<file path="src/design/fir_pkg.sv">
// Shared constants and types for the FIR filter unit.
// No dependencies; every other design file but fir_ram refers to this package.
package fir_pkg;

	localparam int DEF_MAX_TAPS    = 64;
	localparam int SAMPLE_BITS     = 16;
	localparam int COEF_BITS       = 16;
	localparam int COEF_INDEX_BITS = 6;
	localparam int TAP_COUNT_BITS  = 7;
	localparam int ROUND_SHIFT     = 15;
	localparam int APB_ADDR_BITS   = 3;
	localparam int APB_DATA_BITS   = 32;

	localparam logic [0:0] REG_TAP_COUNT = 1'b0;
	localparam logic [TAP_COUNT_BITS-1:0] TAP_COUNT_RESET = TAP_COUNT_BITS'(1);

	typedef enum logic [0:0] {
		KIND_SAMPLE = 1'b0,
		KIND_COEF   = 1'b1
	} kind_t;

	typedef struct packed {
		kind_t                              kind;
		logic signed [SAMPLE_BITS-1:0]      sample;
		logic        [COEF_INDEX_BITS-1:0]  coef_index;
		logic signed [COEF_BITS-1:0]        coef_value;
		logic                               coef_ok;
	} op_t;

endpackage

</file>
<file path="src/design/fir_in_if.sv">
// Request channel of the FIR filter unit: samples and coefficient writes.
// Depends on fir_pkg for field widths.
interface fir_in_if;
	logic                                        valid;
	logic                                        ready;
	logic                                        kind;
	logic signed [fir_pkg::SAMPLE_BITS-1:0]      sample_in;
	logic        [fir_pkg::COEF_INDEX_BITS-1:0]  coef_index;
	logic signed [fir_pkg::COEF_BITS-1:0]        coef_value;

	modport source(output valid, kind, sample_in, coef_index, coef_value, input ready);
	modport sink(input valid, kind, sample_in, coef_index, coef_value, output ready);
endinterface

</file>
<file path="src/design/fir_out_if.sv">
// Result channel of the FIR filter unit: filtered samples.
// Depends on fir_pkg for field widths.
interface fir_out_if;
	logic                                    valid;
	logic                                    ready;
	logic signed [fir_pkg::SAMPLE_BITS-1:0]  sample_out;

	modport source(output valid, sample_out, input ready);
	modport sink(input valid, sample_out, output ready);
endinterface

</file>
<file path="src/design/fir_ram.sv">
// Generic single-write, single-read RAM with registered read data.
// No dependencies.
module fir_ram #(
	parameter int WIDTH = 16,
	parameter int DEPTH = 64
) (
	input  logic                                  clk,
	input  logic                                  we,
	input  logic [((DEPTH > 1) ? $clog2(DEPTH) : 1)-1:0] waddr,
	input  logic [WIDTH-1:0]                      wdata,
	input  logic [((DEPTH > 1) ? $clog2(DEPTH) : 1)-1:0] raddr,
	output logic [WIDTH-1:0]                      rdata
);
	logic [WIDTH-1:0] mem [DEPTH];

	always_ff @(posedge clk) begin
		if (we) begin
			mem[waddr] <= wdata;
		end
		rdata <= mem[raddr];
	end
endmodule

</file>
<file path="src/design/fir_front.sv">
// Front end: accepts requests, classifies them and queues them for the MAC engine.
// Depends on fir_pkg and fir_in_if.
module fir_front #(
	parameter int MAX_TAPS = fir_pkg::DEF_MAX_TAPS
) (
	input  logic           clk,
	input  logic           arst_n,
	fir_in_if.sink         stream,
	output logic           op_valid,
	input  logic           op_ready,
	output fir_pkg::op_t   op
);
	localparam int QD = 2;
	localparam int QW = $clog2(QD);

	fir_pkg::op_t    q_mem_q [QD];
	logic [QW-1:0]   wr_q;
	logic [QW-1:0]   rd_q;
	logic [QW:0]     cnt_q;
	fir_pkg::op_t    in_op;
	logic            push;
	logic            pop;

	always_comb begin
		in_op.kind       = fir_pkg::kind_t'(stream.kind);
		in_op.sample     = stream.sample_in;
		in_op.coef_index = stream.coef_index;
		in_op.coef_value = stream.coef_value;
		in_op.coef_ok    = (32'(stream.coef_index) < MAX_TAPS);
	end

	assign stream.ready = (cnt_q != (QW+1)'(QD));
	assign push         = stream.valid && stream.ready;
	assign op_valid     = (cnt_q != '0);
	assign pop          = op_valid && op_ready;
	assign op           = q_mem_q[rd_q];

	always_ff @(posedge clk) begin
		if (push) begin
			q_mem_q[wr_q] <= in_op;
		end
	end

	always_ff @(posedge clk or negedge arst_n) begin
		if (!arst_n) begin
			wr_q  <= '0;
			rd_q  <= '0;
			cnt_q <= '0;
		end else begin
			if (push) begin
				wr_q <= wr_q + QW'(1);
			end
			if (pop) begin
				rd_q <= rd_q + QW'(1);
			end
			if (push && !pop) begin
				cnt_q <= cnt_q + (QW+1)'(1);
			end else if (pop && !push) begin
				cnt_q <= cnt_q - (QW+1)'(1);
			end
		end
	end
endmodule

</file>
<file path="src/design/fir_back.sv">
// Back end: one shared multiply-accumulate steps through the taps of each sample.
// Depends on fir_pkg, fir_out_if and fir_ram (history and coefficient stores).
module fir_back #(
	parameter int MAX_TAPS = fir_pkg::DEF_MAX_TAPS
) (
	input  logic                                  clk,
	input  logic                                  arst_n,
	input  logic [fir_pkg::TAP_COUNT_BITS-1:0]    tap_count,
	input  logic                                  op_valid,
	output logic                                  op_ready,
	input  fir_pkg::op_t                          op,
	fir_out_if.source                             result
);
	localparam int SB         = fir_pkg::SAMPLE_BITS;
	localparam int CB         = fir_pkg::COEF_BITS;
	localparam int HIST_DEPTH = MAX_TAPS - 1;
	localparam int HAW        = (HIST_DEPTH > 1) ? $clog2(HIST_DEPTH) : 1;
	localparam int CAW        = $clog2(MAX_TAPS);
	localparam int TCW        = $clog2(MAX_TAPS + 1);
	localparam int FW         = $clog2(HIST_DEPTH + 1);
	localparam int PROD_W     = SB + CB;
	localparam int ACC_W      = PROD_W + $clog2(MAX_TAPS);
	localparam logic signed [ACC_W-1:0] HALF   = ACC_W'(2 ** (fir_pkg::ROUND_SHIFT - 1));
	localparam logic signed [ACC_W-1:0] SAT_HI = ACC_W'(2 ** (SB - 1) - 1);
	localparam logic signed [ACC_W-1:0] SAT_LO = ~SAT_HI;

	typedef enum logic [1:0] {
		S_IDLE,
		S_RUN,
		S_DRAIN,
		S_FINISH
	} state_t;

	state_t                    state_q;
	logic [TCW-1:0]            taps_q;
	logic [TCW-1:0]            j_q;
	logic [HAW-1:0]            rp_q;
	logic [HAW-1:0]            wp_q;
	logic [FW-1:0]             fill_q;
	logic signed [SB-1:0]      x_q;
	logic signed [ACC_W-1:0]   acc_q;
	logic                      out_valid_q;
	logic signed [SB-1:0]      out_data_q;

	logic                      valid_s1;
	logic                      first_s1;
	logic                      hv_s1;
	logic                      valid_s2;
	logic signed [PROD_W-1:0]  prod_s2;

	logic                      issue;
	logic                      hv;
	logic [TCW-1:0]            taps_eff;
	logic signed [SB-1:0]      operand;
	logic signed [ACC_W-1:0]   rnd;
	logic signed [ACC_W-1:0]   shr;
	logic signed [SB-1:0]      sat;
	logic                      finish;
	logic                      take;

	logic                      hist_we;
	logic [SB-1:0]             hist_rdata;
	logic                      coef_we;
	logic [CB-1:0]             coef_rdata;

	fir_ram #(.WIDTH(SB), .DEPTH(HIST_DEPTH)) u_hist_ram (
		.clk   (clk),
		.we    (hist_we),
		.waddr (wp_q),
		.wdata (x_q),
		.raddr (rp_q),
		.rdata (hist_rdata)
	);

	fir_ram #(.WIDTH(CB), .DEPTH(MAX_TAPS)) u_coef_ram (
		.clk   (clk),
		.we    (coef_we),
		.waddr (CAW'(op.coef_index)),
		.wdata (op.coef_value),
		.raddr (CAW'(j_q)),
		.rdata (coef_rdata)
	);

	always_comb begin
		if (tap_count == '0) begin
			taps_eff = TCW'(1);
		end else if (32'(tap_count) > MAX_TAPS) begin
			taps_eff = TCW'(MAX_TAPS);
		end else begin
			taps_eff = TCW'(tap_count);
		end
	end

	assign op_ready = (state_q == S_IDLE);
	assign take     = op_valid && op_ready;
	assign coef_we  = take && (op.kind == fir_pkg::KIND_COEF) && op.coef_ok;
	assign issue    = (state_q == S_RUN);
	assign hv       = (32'(rp_q) < 32'(fill_q));
	assign finish   = (state_q == S_FINISH) && (!out_valid_q || result.ready);
	assign hist_we  = finish;

	assign operand = first_s1 ? x_q : (hv_s1 ? $signed(hist_rdata) : '0);

	always_comb begin
		rnd = acc_q + HALF;
		shr = rnd >>> fir_pkg::ROUND_SHIFT;
		if (shr > SAT_HI) begin
			sat = SB'(SAT_HI);
		end else if (shr < SAT_LO) begin
			sat = SB'(SAT_LO);
		end else begin
			sat = shr[SB-1:0];
		end
	end

	assign result.valid      = out_valid_q;
	assign result.sample_out = out_data_q;

	always_ff @(posedge clk or negedge arst_n) begin
		if (!arst_n) begin
			valid_s1 <= 1'b0;
			valid_s2 <= 1'b0;
		end else begin
			valid_s1 <= issue;
			valid_s2 <= valid_s1;
		end
	end

	always_ff @(posedge clk) begin
		first_s1 <= (j_q == '0);
		hv_s1    <= hv;
		prod_s2  <= operand * $signed(coef_rdata);
	end

	always_ff @(posedge clk or negedge arst_n) begin
		if (!arst_n) begin
			state_q     <= S_IDLE;
			taps_q      <= '0;
			j_q         <= '0;
			rp_q        <= '0;
			wp_q        <= '0;
			fill_q      <= '0;
			x_q         <= '0;
			acc_q       <= '0;
			out_valid_q <= 1'b0;
			out_data_q  <= '0;
		end else begin
			if (result.ready && !finish) begin
				out_valid_q <= 1'b0;
			end
			if (valid_s2) begin
				acc_q <= acc_q + ACC_W'(prod_s2);
			end
			unique case (state_q)
				S_IDLE: begin
					if (take && op.kind == fir_pkg::KIND_SAMPLE) begin
						x_q     <= op.sample;
						taps_q  <= taps_eff;
						j_q     <= '0;
						rp_q    <= wp_q;
						acc_q   <= '0;
						state_q <= S_RUN;
					end
				end
				S_RUN: begin
					j_q  <= j_q + TCW'(1);
					rp_q <= (rp_q == '0) ? HAW'(HIST_DEPTH - 1) : rp_q - HAW'(1);
					if (j_q == taps_q - TCW'(1)) begin
						state_q <= S_DRAIN;
					end
				end
				S_DRAIN: begin
					if (!valid_s1 && !valid_s2) begin
						state_q <= S_FINISH;
					end
				end
				S_FINISH: begin
					if (finish) begin
						wp_q        <= (wp_q == HAW'(HIST_DEPTH - 1)) ? '0 : wp_q + HAW'(1);
						fill_q      <= (fill_q == FW'(HIST_DEPTH)) ? fill_q : fill_q + FW'(1);
						out_data_q  <= sat;
						out_valid_q <= 1'b1;
						state_q     <= S_IDLE;
					end
				end
				default: state_q <= S_IDLE;
			endcase
		end
	end
endmodule

</file>
<file path="src/design/fir_filter_unit.sv">
// Top level of the FIR filter unit: APB register, front end and MAC back end.
// Depends on fir_pkg, fir_in_if, fir_out_if, fir_front and fir_back.
//
//   channel   direction  handshake          payload
//   stream    in         valid/ready        kind, sample_in, coef_index, coef_value
//   result    out        valid/ready        sample_out
//   apb       in         psel/penable       tap_count at byte address 0
//
// A sample holds the single shared multiply-accumulate while it steps over its
// taps via the history and coefficient RAM read ports, then drains, rounds and
// posts the result; the next request is taken after that. Its tap count is
// tap_count, with zero counted as one and values above MAX_TAPS as MAX_TAPS.
// A two-entry queue keeps taking requests while the MAC works or a result waits;
// a waiting result stalls only the MAC. Coefficient writes wait for an idle MAC.
// Reset clears history (by fill count) and the pointer, and sets tap_count to one.
module fir_filter_unit #(
	parameter int MAX_TAPS = fir_pkg::DEF_MAX_TAPS
) (
	input  logic                                  clk,
	input  logic                                  arst_n,
	fir_in_if.sink                                stream,
	fir_out_if.source                             result,
	input  logic                                  psel,
	input  logic                                  penable,
	input  logic                                  pwrite,
	input  logic [fir_pkg::APB_ADDR_BITS-1:0]     paddr,
	input  logic [fir_pkg::APB_DATA_BITS-1:0]     pwdata,
	output logic [fir_pkg::APB_DATA_BITS-1:0]     prdata,
	output logic                                  pready
);
	logic [fir_pkg::TAP_COUNT_BITS-1:0] tap_count_q;
	logic                               op_valid;
	logic                               op_ready;
	fir_pkg::op_t                       op;

	assign pready = 1'b1;

	always_comb begin
		prdata = '0;
		if (paddr[2] == fir_pkg::REG_TAP_COUNT) begin
			prdata = fir_pkg::APB_DATA_BITS'(tap_count_q);
		end
	end

	always_ff @(posedge clk or negedge arst_n) begin
		if (!arst_n) begin
			tap_count_q <= fir_pkg::TAP_COUNT_RESET;
		end else if (psel && penable && pwrite && pready
				&& paddr[2] == fir_pkg::REG_TAP_COUNT) begin
			tap_count_q <= pwdata[fir_pkg::TAP_COUNT_BITS-1:0];
		end
	end

	fir_front #(.MAX_TAPS(MAX_TAPS)) u_front (
		.clk      (clk),
		.arst_n   (arst_n),
		.stream   (stream),
		.op_valid (op_valid),
		.op_ready (op_ready),
		.op       (op)
	);

	fir_back #(.MAX_TAPS(MAX_TAPS)) u_back (
		.clk       (clk),
		.arst_n    (arst_n),
		.tap_count (tap_count_q),
		.op_valid  (op_valid),
		.op_ready  (op_ready),
		.op        (op),
		.result    (result)
	);
endmodule

</file>
<file path="src/flat_wrapper.sv">
// flat-port wrapper written by rule: the top's interface ports become plain ports
module fir_filter_unit_flat 
#(
	parameter int MAX_TAPS = fir_pkg::DEF_MAX_TAPS
)
  (clk, arst_n, psel, penable, pwrite, paddr, pwdata, prdata, pready, stream_valid, stream_kind, stream_sample_in, stream_coef_index, stream_coef_value, stream_ready, result_valid, result_sample_out, result_ready);
  fir_in_if stream_i ();
  fir_out_if result_i ();
  input  logic clk;
  input  logic arst_n;
  input  logic psel;
  input  logic penable;
  input  logic pwrite;
  input  logic [fir_pkg::APB_ADDR_BITS-1:0] paddr;
  input  logic [fir_pkg::APB_DATA_BITS-1:0] pwdata;
  output logic [fir_pkg::APB_DATA_BITS-1:0] prdata;
  output logic pready;
  input wire logic [$bits(stream_i.valid)-1:0] stream_valid;
  input wire logic [$bits(stream_i.kind)-1:0] stream_kind;
  input wire logic [$bits(stream_i.sample_in)-1:0] stream_sample_in;
  input wire logic [$bits(stream_i.coef_index)-1:0] stream_coef_index;
  input wire logic [$bits(stream_i.coef_value)-1:0] stream_coef_value;
  output wire logic [$bits(stream_i.ready)-1:0] stream_ready;
  output wire logic [$bits(result_i.valid)-1:0] result_valid;
  output wire logic [$bits(result_i.sample_out)-1:0] result_sample_out;
  input wire logic [$bits(result_i.ready)-1:0] result_ready;
  assign stream_i.valid = stream_valid;
  assign stream_i.kind = stream_kind;
  assign stream_i.sample_in = stream_sample_in;
  assign stream_i.coef_index = stream_coef_index;
  assign stream_i.coef_value = stream_coef_value;
  assign stream_ready = stream_i.ready;
  assign result_valid = result_i.valid;
  assign result_sample_out = result_i.sample_out;
  assign result_i.ready = result_ready;
  fir_filter_unit #(.MAX_TAPS(MAX_TAPS)) u_core (.clk(clk), .arst_n(arst_n), .stream(stream_i), .result(result_i), .psel(psel), .penable(penable), .pwrite(pwrite), .paddr(paddr), .pwdata(pwdata), .prdata(prdata), .pready(pready));
endmodule
</file>
<file path="config.mk">
export PLATFORM = sky130hd
export DESIGN_NAME = fir_filter_unit_flat
export DESIGN_NICKNAME = d
export VERILOG_FILES = /design/src/design/fir_pkg.sv /design/src/design/fir_in_if.sv /design/src/design/fir_out_if.sv /design/src/design/fir_ram.sv /design/src/design/fir_front.sv /design/src/design/fir_back.sv /design/src/design/fir_filter_unit.sv /design/src/flat_wrapper.sv
export SDC_FILE = /design/constraint.sdc
export NUM_CORES = 2
export LEC_CHECK = 0
export BUFFER_PORTS_ARGS = -buffer_cell sky130_fd_sc_hd__buf_2
export CORE_AREA = 2 2 416 418
export DETAILED_ROUTE_END_ITERATION = 7
export DIE_AREA = 0 0 418 420
export PLACE_DENSITY = 0.75
export SYNTH_ARGS = -nofsm -noshare
export SYNTH_HDL_FRONTEND = slang
export SYNTH_HIERARCHICAL = 1
export SYNTH_SLANG_ARGS = --single-unit
</file>
<file path="constraint.sdc">
create_clock -name clk -period 8.1 [get_ports clk]
set_clock_uncertainty 0.1 [all_clocks]
set_input_delay 0.405 -clock clk [delete_from_list [all_inputs] [get_ports clk]]
set_output_delay 0.405 -clock clk [all_outputs]
set_load 0.02 [all_outputs]
</file>
==> flow_metrics.env <==
export IMPL_tns_ns=0
export IMPL_fin_area_um2=111500
export IMPL_maxSlewHeadroom=0.1725
export IMPL_coreArea_um2=171000
export IMPL_viasPerCell=6.337
export IMPL_yosys_warnings=6
export IMPL_hpwlAfterDp_mm=142.5
export IMPL_powerDensity_nw_per_um2=214.0
export IMPL_io_pins=132
export IMPL_regToRegStartpoint="u_core/u_back/first_s1$_DFF_P_"
export IMPL_p_leak_uw=0.04170
export IMPL_worst_slew_pin_slew_ns=1.239
export IMPL_grt_usage=0.2708
export IMPL_cp_start_kind="register"
export IMPL_cpMostUsedCell="fa_1"
export IMPL_drt_first_pass_iters=8
export IMPL_chipHeight_um=420
export IMPL_port_buffer_count=78
export IMPL_drv_slew=0
export IMPL_crit_required_ns=8.71
export IMPL_worstPathArrival_ns=8.06
export IMPL_hold_path_class="input pin to register"
export IMPL_ir_worst_vdd_uv=204.0
export IMPL_holdWs_ns=0.1864
export IMPL_grt_most_used_layer="met2"
export IMPL_fin_crit_ns=7.450
export IMPL_netlist_top_cells_area="edfxtp_1 (63%), mux4_2 (10%), fa_1 (5.3%)"
export IMPL_maxCapViolCount=0
export IMPL_tritoncts="done"
export IMPL_grt_use_met1=0.3701
export IMPL_cts_sinks=2294
export IMPL_multi_input_area_um2=29970
export IMPL_met2_usage=0.4406
export IMPL_start_util=0.5886
export IMPL_clockBufferDepth=3
export IMPL_fillers=11140
export IMPL_grt_pass1_wl_mm=349.9
export IMPL_crit_start="u_core/u_back/first_s1$_DFF_P_"
export IMPL_outcome="finished clean"
export IMPL_die_w_um=418
export IMPL_finalCritPeriodShare=0.9198
export IMPL_clk_latency_ns=0.88
export IMPL_met3_usage=0.04674
export IMPL_via_count=53870
export IMPL_ys_ff_latch=2294
export IMPL_final_setup_viol_count=0
export IMPL_power_uw=23870
export IMPL_grt_max_degree=133
export IMPL_clk_transition_reported_paths_ns=0.07
export IMPL_area_delta_synth_final_pct=10.85
export IMPL_ys_seq_area_frac=0.6721
export IMPL_async_flop_share=0.05144
export IMPL_cts_buffers=215
export IMPL_synth_area_per_cell_um2=17.37
export IMPL_dieArea_um2=175600
export IMPL_placed_area_um2=103900
export IMPL_hp_start="stream_sample_in[4]"
export IMPL_path_class="register to register"
export IMPL_syn_area_um2=100600
export IMPL_drt_iter0_drc=6481
export IMPL_synth_area_leader_cell="edfxtp_1"
export IMPL_hold_viol_final=0
export IMPL_crit_path_max_fanout=18
export IMPL_post_drt_wl_per_cell_um=27.65
export IMPL_grt_overflow_total=0
export IMPL_rows=152
export IMPL_drive_above_1_share=0.1960
export IMPL_slowest_stage="fa_1"
export IMPL_ant_nets=0
export IMPL_clock_root_buffer="clkbuf_16"
export IMPL_grt_pass1_vias=54640
export IMPL_drcViolationCount=0
export IMPL_fin_nets=6563
export IMPL_end_kind="register"
export IMPL_critPathMaxStageDelay_ns=0.57
export IMPL_cts_resized=0
export IMPL_synthFlopType="edfxtp_1"
export IMPL_place_congestion=0.8805
export IMPL_rsz0062_at_grt="false"
export IMPL_fmax_mhz=134.2
export IMPL_ff_latch_area_um2=67680
export IMPL_synthCells=5792
export IMPL_yosysTopAreaCellShare=0.6297
export IMPL_synth_enable_flop_cells=2110
export IMPL_h_tree_depth=4
export IMPL_synth_cell_type_count=94
export IMPL_finalWirelength_mm=235.0
export IMPL_antenna_found_initial=12
[layout make-up]
| cell class | count | area share |
|---|---|---|
| Clock buffer | 297 | 0.05281 |
| Inverter | 362 | 0.01218 |
| Timing Repair Buffer | 348 | 0.02375 |
| Multi-Input combinational cell | 2860 | 0.2687 |
| Sequential cell | 2294 | 0.6068 |
| Tap cell | 2233 | 0.02505 |
| Antenna cell | 2 | 0.00004487 |
| Clock inverter | 105 | 0.01065 |
[layer usage]
layer | vias to the layer above | share of wire
li1 | 22710 | -
met4 | 6 | 0.040
met1 | 27740 | 0.38
met3 | 495 | 0.092
met2 | 2927 | 0.49
met5 | - | 0.00016
[state kept, by name, indices dropped and copies added, names as in the netlist, 2 cells and up]
register                         count
u_core/u_back/u_coef_ram/mem      1024
u_core/u_back/u_hist_ram/mem      1008
u_core/u_front/q_mem_q              78
u_core/u_back/acc_q                 38
u_core/u_back/prod_s2               32
u_core/u_back/result.sample_out     16
u_core/u_back/u_coef_ram/rdata      16
u_core/u_back/u_hist_ram/rdata      16
u_core/u_back/x_q                   16
u_core/tap_count_q                   7
u_core/u_back/j_q                    7
u_core/u_back/taps_q                 7
u_core/u_back/fill_q                 6
u_core/u_back/rp_q                   6
u_core/u_back/wp_q                   6
u_core/u_back/state_q                2
u_core/u_front/cnt_q                 2
[power by group]
group	switching [uW]	internal (uW)
combinational	535	129
clock	4380	5600
sequential	41.2	13200
[synthesized netlist by cell type, types with 67 or more instances]
cell,count
nand3_1,76
edfxtp_1,2110
dfrtp_1,117
nand2_1,320
a22oi_1,83
a21oi_1,105
mux2i_1,171
mux4_2,445
buf_2,67
and2_1,134
ha_1,137
clkbuf_1,115
nor2_1,278
mux2_2,83
fa_1,264
inv_1,362
o21ai_0,83
[through the flow]
step / std cells / setup slack (ns) / util
after CTS: 8499 / 0.6762 / 0.6524
final: 8501 / 0.6496 / 0.6524
after floorplan: 5816 / 0.9134 / -
after detailed placement: 8039 / 0.6963 / 0.6075
after global routing: 8499 / 0.1214 / 0.6524
after global placement: 8039 / 0.7776 / 0.6075
[cell families (layout without fill, tap and decap cells)]
family                   count (synthesis)  count (layout)  synth area share
other                                    3              29         0.0001119
XOR/XNOR                               105             105          0.009139
multiplexers                           704             704            0.1272
flip-flops                            2294            2294            0.6721
AND/OR/NAND/NOR                       1046            1046           0.05026
buffers and inverters                  662            1112           0.03162
adder cells (fa/ha/maj)                401             401           0.06956
AO/OA/AOI/OAI                          577             577           0.03998
[worst paths after layout]
kind                            slack, ns                                       to  cells after the start
worst max-delay path                 0.65        u_core/u_back/prod_s2[31]$_DFF_P_                     25
worst min-delay path                 0.19  u_core/u_front/q_mem_q[1][26]$_DFFE_PP_                      2
worst max register to register       0.65        u_core/u_back/prod_s2[31]$_DFF_P_                     25
worst min register to register       0.29         u_core/u_back/valid_s2$_DFF_PN0_                      0
max in group asynchronous            6.29        u_core/u_back/rp_q[3]$_DFFE_PN0P_                      4
min in group asynchronous            0.57        u_core/u_back/acc_q[11]$_DFF_PN0_                      4
[cell usage in the layout (no fill, tap or decap), drive strengths merged, types with 57 or more instances in the layout]
cell         Yosys  routed
edfxtp        2110    2110
mux4           450     450
inv            362     365
nand2          322     322
clkbuf         118     297
buf            182     291
nor2           280     280
fa             264     264
mux2i          171     171
ha             137     137
and2           134     134
dfrtp          117     117
a21oi          109     109
o21ai           93      93
clkinv           0      84
mux2            83      83
a22oi           83      83
nand3           76      76
dfxtp           66      66
xnor2           63      63
dlygate4sd3      0      57
[critical path: cells and delay by family (launching register included)]
kind | cells | cell delay [ns]
AND/OR/NAND/NOR | 3 | 0.29
adder cells (fa/ha/maj) | 7 | 3.49
flip-flops | 1 | 0.30
buffers and inverters | 6 | 0.79
AO/OA/AOI/OAI | 8 | 2.20
XOR/XNOR | 1 | 0.13
[timing repair]
item                      in CTS  in global routing
hold endpoints to repair     136                  0
buffers inserted               0                  0
hold buffers                  58                  0
Power figures use the tool's default switching activity.
